## src/hw/rtl/p417_pkg.sv

```systemverilog
// p417_pkg: shared types, constants and codes for the PDF417 text compaction
// and GF(929) Reed-Solomon encoder. No dependencies.
`default_nettype none
package p417_pkg;

    localparam int GF_MOD          = 929;
    localparam int PAD_WORD        = 900;
    localparam int SHIFT_LOWER     = 27;
    localparam int SHIFT_NUM       = 28;
    localparam int TAIL_PAD        = 29;
    localparam int PAIR_BASE       = 30;
    localparam int ROOT_BASE       = 3;
    localparam int MAX_LEN_WORD    = 928;

    // floor(2^20 / 929): quotient estimate for products below 2^20
    localparam int RECIP           = 1128;
    localparam int RECIP_SHIFT     = 20;

    localparam int MAX_DATA_WORDS_DEF  = 1024;
    localparam int MAX_CHECK_WORDS_DEF = 512;

    localparam logic [4:0] COLUMNS_RESET = 5'd3;
    localparam logic signed [4:0] ECC_RESET = -5'sd1;

    localparam logic KIND_FEED = 1'b0;
    localparam logic KIND_PULL = 1'b1;

    localparam logic REG_COLUMNS = 1'b0;
    localparam logic REG_ECC     = 1'b1;

    typedef struct packed {
        logic       kind;
        logic [7:0] char_code;
        logic       last_char;
    } in_t;

    typedef struct packed {
        logic [9:0] codeword;
        logic       is_last;
        logic       error;
    } out_t;

    typedef enum logic [1:0] {
        MODE_UPPER,
        MODE_LOWER,
        MODE_NUM
    } mode_t;

    typedef enum logic [1:0] {
        PH_LOADING,
        PH_EMITTING,
        PH_FINISHED
    } phase_t;

    typedef enum logic [4:0] {
        ST_IDLE,
        ST_PUSH,
        ST_TAIL,
        ST_DINIT,
        ST_DIV,
        ST_PADS,
        ST_LRED,
        ST_GPOW,
        ST_GPOW_W,
        ST_GRD,
        ST_GISS,
        ST_GWAIT,
        ST_RCLR,
        ST_AFETCH,
        ST_ANUM,
        ST_ARD,
        ST_AISS,
        ST_AWAIT,
        ST_FIN,
        ST_POUT
    } state_t;

    // one request to the shared modular multiply unit:
    // result = (x + a*b) mod 929, or (x - a*b) mod 929 when sub is set
    typedef struct packed {
        logic [9:0] a;
        logic [9:0] b;
        logic [9:0] x;
        logic       sub;
    } mm_req_t;

endpackage
`default_nettype wire

```

## src/hw/rtl/p417_mulmod.sv

```systemverilog
// p417_mulmod: pipelined multiply-accumulate mod 929 through product, quotient, remainder and sum registers.
// Depends on p417_pkg.
`default_nettype none
module p417_mulmod
(
    input  wire logic             clk,
    input  wire logic             rst_n,
    input  wire logic             req_valid,
    input  wire p417_pkg::mm_req_t req,
    output logic                  res_valid,
    output logic [9:0]            res
);

    logic [3:0]  v_reg;
    logic [19:0] p1_reg;
    logic [19:0] p2_reg;
    logic [10:0] q2_reg;
    logic [10:0] r3_reg;
    logic [10:0] s4_reg;
    logic [9:0]  x1_reg, x2_reg, x3_reg;
    logic        sub1_reg, sub2_reg, sub3_reg;

    logic [30:0] qprod;
    logic [20:0] qmul;
    logic [10:0] r_fix;
    logic [10:0] sum;

    always_comb
    begin
        qprod = 31'(p1_reg) * 31'(p417_pkg::RECIP);
        qmul  = 21'(q2_reg) * 21'(p417_pkg::GF_MOD);
        r_fix = (r3_reg >= 11'(p417_pkg::GF_MOD)) ? r3_reg - 11'(p417_pkg::GF_MOD) : r3_reg;
        if (sub3_reg)
            sum = 11'(x3_reg) + 11'(p417_pkg::GF_MOD) - r_fix;
        else
            sum = 11'(x3_reg) + r_fix;
    end

    always_ff @(posedge clk or negedge rst_n)
    begin
        if (!rst_n)
        begin
            v_reg    <= '0;
            p1_reg   <= '0;
            p2_reg   <= '0;
            q2_reg   <= '0;
            r3_reg   <= '0;
            s4_reg   <= '0;
            x1_reg   <= '0;
            x2_reg   <= '0;
            x3_reg   <= '0;
            sub1_reg <= 1'b0;
            sub2_reg <= 1'b0;
            sub3_reg <= 1'b0;
        end
        else
        begin
            v_reg    <= {v_reg[2:0], req_valid};
            p1_reg   <= 20'(req.a) * 20'(req.b);
            x1_reg   <= req.x;
            sub1_reg <= req.sub;
            q2_reg   <= 11'(qprod >> p417_pkg::RECIP_SHIFT);
            p2_reg   <= p1_reg;
            x2_reg   <= x1_reg;
            sub2_reg <= sub1_reg;
            r3_reg   <= 11'(21'(p2_reg) - qmul);
            x3_reg   <= x2_reg;
            sub3_reg <= sub2_reg;
            s4_reg   <= sum;
        end
    end

    assign res_valid = v_reg[3];
    assign res = (s4_reg >= 11'(p417_pkg::GF_MOD)) ? 10'(s4_reg - 11'(p417_pkg::GF_MOD))
                                                 : 10'(s4_reg);

endmodule
`default_nettype wire

```

## config.mk

```make
export PLATFORM = sky130hd
export DESIGN_NAME = p417_mulmod
export DESIGN_NICKNAME = d
export VERILOG_FILES = /design/src/hw/rtl/p417_pkg.sv /design/src/hw/rtl/p417_mulmod.sv
export SDC_FILE = /design/constraint.sdc
export NUM_CORES = 1
export LEC_CHECK = 0
export ABC_AREA = 1
export BUFFER_PORTS_ARGS = -buffer_cell sky130_fd_sc_hd__buf_2
export CORE_UTILIZATION = 65
export CTS_CLUSTER_SIZE = 16
export DETAILED_ROUTE_END_ITERATION = 10
export PLACE_DENSITY = 0.91
export RECOVER_POWER = 25
export SETUP_SLACK_MARGIN = 0.15
export SLEW_MARGIN = 20
export SYNTH_ARGS = -nofsm -noshare
export SYNTH_HDL_FRONTEND = slang
export SYNTH_SLANG_ARGS = --single-unit
```

## constraint.sdc

```tcl
create_clock -name clk -period 9.15 [get_ports clk]
set_input_delay 0.4575 -clock clk [delete_from_list [all_inputs] [get_ports clk]]
set_output_delay 0.4575 -clock clk [all_outputs]
set_load 0.03 [all_outputs]
```

* Word level (Yosys, flattened, before mapping)
Index checks and enable logic that the tools add are counted.
W data, S select, Z words.
** Storage, ports and cells
- Bits in registers :: 101
- Logic and storage cells :: 26
- Output and inout bits :: 11
- Input port bits :: 34
** Cells by class
- Order comparisons :: 2
- Mux-type cells :: 3
- Add/subtract/negate cells :: 6
- Multiply operators :: 3
** Operators by type and width (number)
- $mul A20 B8 Y28 const B :: 1
- $ge A11 B10 Y1 const B :: 2
- $mux W11 :: 2
- $sub A11 B11 Y11 :: 2
- $mul A10 B10 Y20 :: 1
- $add A10 B10 Y11 const B :: 1
- $add A10 B11 Y11 :: 1
- $mul A11 B10 Y11 const B :: 1
- $sub A11 B10 Y11 const B :: 1
- $mux W10 :: 1
- $sub A10 B10 Y10 const B :: 1

* Logic depth before layout (Yosys ltp)
- Depth after elaboration :: 4
- Mapped depth :: 22
- Depth with buffers taken out :: 21

* Worst setup path before layout
Ideal clock, no wire load.
- Kind :: input -> register
- From :: input port req[20] (netlist bit)
- To :: register p1_reg[14]
- Buffers on the path :: 1
- Path slack :: 4.340 ns
- Library setup time :: 0.117 ns
- Arrival time :: 4.693 ns
- Data required time :: 9.033 ns
- Stages on the path :: 18
- Cells stage by stage :: clkbuf_1 > nand2_1 > fa_1 > fa_1 > inv_1 > fa_1 > fa_1 > inv_1 > fa_1 > inv_1 > ha_1 > a21oi_1 > o21a_1 > nand2_1 > a21boi_1 > o21ai_1 > nor2_1 > nor2_1
** Between the ends
- Cells in the longest elaborated chain, start to end :: 1
** RTL lines
- from (decl) :: RTL line p417_mulmod.sv:9 : input wire p417_pkg::mm_req_t req,
- $mul A10 B10 Y20 :: RTL line p417_mulmod.sv:59 : p1_reg <= 20'(req.a) * 20'(req.b);
- to (signal assigned) :: RTL line p417_mulmod.sv:59
- to (decl) :: RTL line p417_mulmod.sv:15 : logic [19:0] p1_reg;
Every way passes these cells.

* Final worst setup path
- From :: input port req[21] (netlist bit)
- To :: register p1_reg[14]
The elaborated chain is that of the path after synthesis.

==> results.py <==
metrics = {
    "finish": {
        "n_antenna_cell": 0,
        "drive_above_1_share_pct": 5.00,
        "largest_reg_flops": 20,
        "nets": 1818,
        "stdcell_area_um2": 12600,
        "postLayoutCoreUtil_pct": 70.3,
        "syn2layout_area_growth_pct": 6.05,
    },
    "global_routing": {
        "grt_pass1_wl_um": 43400,
        "use_met1_pct": 33.5,
        "grt_max_degree": 60,
        "grt_pass1_vias": 9693,
        "grt_use_total_pct": 29.8,
        "gr-total-overflow": 0,
        "busiest_layer": "met2",
        "use_met2_pct": 54.2,
        "met3_usage_pct": 4.22,
        "antenna_found_initial": 0,
    },
    "floorplan": {
        "die_w_um": 137,
        "num_rows": 49,
        "initial_core_util_pct": 66.3,
        "fp.dieH_um": 137,
        "die_area_um2": 18800,
        "num_io_pins": 45,
        "coreArea_um2": 17900,
    },
    "timing": {
        "rsz0062_at_grt": "no",
        "fmax_ghz": 0.213,
        "fin_crit_sh_pct": 51.3,
        "maxSlewViolCount": 44,
        "setup_viol": 0,
        "slew_headroom_pct": -57.1,
        "worstMarginPinSlew_ns": 2.36,
        "min_period_ns": 4.69,
        "clock_skew_ns": 0.00952,
        "finalHoldViolations": 0,
        "fin_tns_setup_ns": 0,
    },
    "worst_setup_path": {
        "cp_data_required_time_ns": 9.45,
        "r2r_slack_ns": 4.75,
        "cp_max_fo": 10,
        "reg2reg_depth": 16,
        "cp-end-kind": "flip-flop",
        "critPathArrivalTime_ns": 4.99,
        "cpPeakStageDelay_ns": 0.55,
        "crit_slowest_cell": "fa_1",
        "r2r_end": "r3_reg[10]",
        "critPathMostFrequentCell": "fa_1",
        "critPathKind": "in2reg",
        "reg2reg_from": "q2_reg[1]",
        "crit_path_start_kind": "input port",
        "path_cells": "buf_2, nand2_1, fa_1, fa_1, inv_1, fa_1, fa_1, inv_1, fa_1, inv_1, ha_1, a21oi_1, o21a_1, nand2_1, a21boi_1, o21ai_1, nand2_1, inv_1, nor2_1",
    },
    "logic_synthesis": {
        "synth_nets": 1786,
        "synth_common_cells": "349 x inv_1, 277 x nand2_1, 203 x ha_1, 106 x fa_1, 101 x dfrtp_1",
        "ys_ff_latch": 101,
        "yosysTopAreaCell": "ha_1",
        "ys.flop_type": "dfrtp_1",
        "async_flop_share_pct": 100,
        "ys_warn_count": 0,
        "synth_edf_count": 0,
        "synth_area_per_cell_um2": 8.22,
        "syn_area_um2": 11900,
        "ys_seq_area_share_pct": 21.3,
        "ys_types": 41,
        "synth_top_area_share_pct": 21.4,
        "synth.most_common_cell": "inv_1",
        "synthTopCellsByArea": "ha_1 21%, dfrtp_1 21%, fa_1 18%",
        "synthCells": 1443,
    },
    "min_path": {
        "min_path_type": "in2reg",
        "hold_path_end": "v_reg[0]",
        "min-delay-start": "req_valid",
        "hold_depth": 1,
    },
    "detailed_routing": {
        "initialDrtViolationCount": 565,
        "vias_per_cell": 5.58,
        "firstDrtPassIters": 6,
        "drc_errors": 0,
        "wl_per_cell_um": 15.3,
        "via_count": 9530,
        "postRouteAntennaNets": 0,
        "routed_wl_um": 26100,
    },
    "clock_network": {
        "post_cts_resize_count": 0,
        "cts_tree": "done",
        "cts-root-buf": "clkbuf_16",
        "clock_latency_ns": 0.37,
        "numCtsBuffers": 9,
        "clk_pin_slew_worst_paths_ns": 0.08,
        "htree_levels": 3,
        "cts_hold_buffers": 0,
        "post_cts.repair.setup_buffers": 0,
        "cts_buffer_depth": 2,
        "cts_num_sinks": 101,
    },
    "status": {
        "status": "finished, violations left",
        "violations": "capacitance limit, slew limit",
    },
    "placed_design": {
        "io_buffers": 44,
        "dpl.hpwl_um": 21500,
        "gp_congestion": 0.949,
        "dpl_cell_area_um2": 12300,
    },
    "flow_run": {
        "maxCapViolCount": 1,
    },
}
-- metrics by stage --
step	std cells	setup slack, ns	hold WS (ns)
finish	1709	4.46	0.185
global route	1709	4.11	0.181
CTS	1709	4.47	0.100
detailed placement	1693	4.10	0.335
global placement	1693	4.25	0.332
floorplan	1443	4.34	0.162
-- logic make-up (layout without fill, tap and decap cells) --
group                      Yosys count  in the layout  share of synthesized area [%]
and+or+nand+nor                    434            434                           15.3
buffers and inverters              381            418                           12.2
adders and majority gates          309            309                           39.3
AOI/OAI and AO/OA                  154            154                           7.18
DFF                                101            101                           21.3
xor gates and xnor gates            63             63                           4.65
muxes                                1              1                         0.0844
-- area by class of cell --
class | count | area, um^2
sequential | 101 | 2530
fill | 1293 | 5320
multi-input combinational | 961 | 7890
timing repair buffer | 45 | 226
clock inverter | 7 | 86.3
inverter | 357 | 1340
clock buffer | 9 | 225
tap | 229 | 287
-- worst max path at each step --
stage	from	end	slack, ns	depth (start not counted)
after floorplan	req[20]	p1_reg[14]	4.34	18
after global placement	req[20]	p1_reg[14]	4.25	18
after detailed placement	req[21]	p1_reg[14]	4.10	19
after CTS	req[21]	p1_reg[14]	4.47	19
after global routing	req[21]	p1_reg[14]	4.11	19
final	req[21]	p1_reg[14]	4.46	19
-- per-layer routing --
metal,vias up,part of all wire [%]
li1,4528,-
met4,0,4.8
met3,108,4.7
met5,-,0
met2,347,52
met1,4547,38
-- cell usage in the layout, fill, tap and decap left out, drive strengths merged, types with 48 or more instances in the layout --
cell type | synthesis | final
a21oi | 66 | 66
dfrtp | 101 | 101
fa | 106 | 106
ha | 203 | 203
inv | 356 | 361
nand2 | 279 | 279
nand3 | 61 | 61
nor2 | 57 | 57
o21ai | 54 | 54
xor2 | 48 | 48
-- critical path: cells and delay by family --
| kind | cells | cell delay, ns |
|---|---|---|
| buffers and inverters | 5 | 0.42 |
| AOI/OAI and AO/OA | 4 | 0.74 |
| adders and majority gates | 6 | 2.99 |
| and+or+nand+nor | 4 | 0.41 |
Power is not shown: default switching activity piles up to over one toggle a cycle in this logic, so the estimate is an artifact.
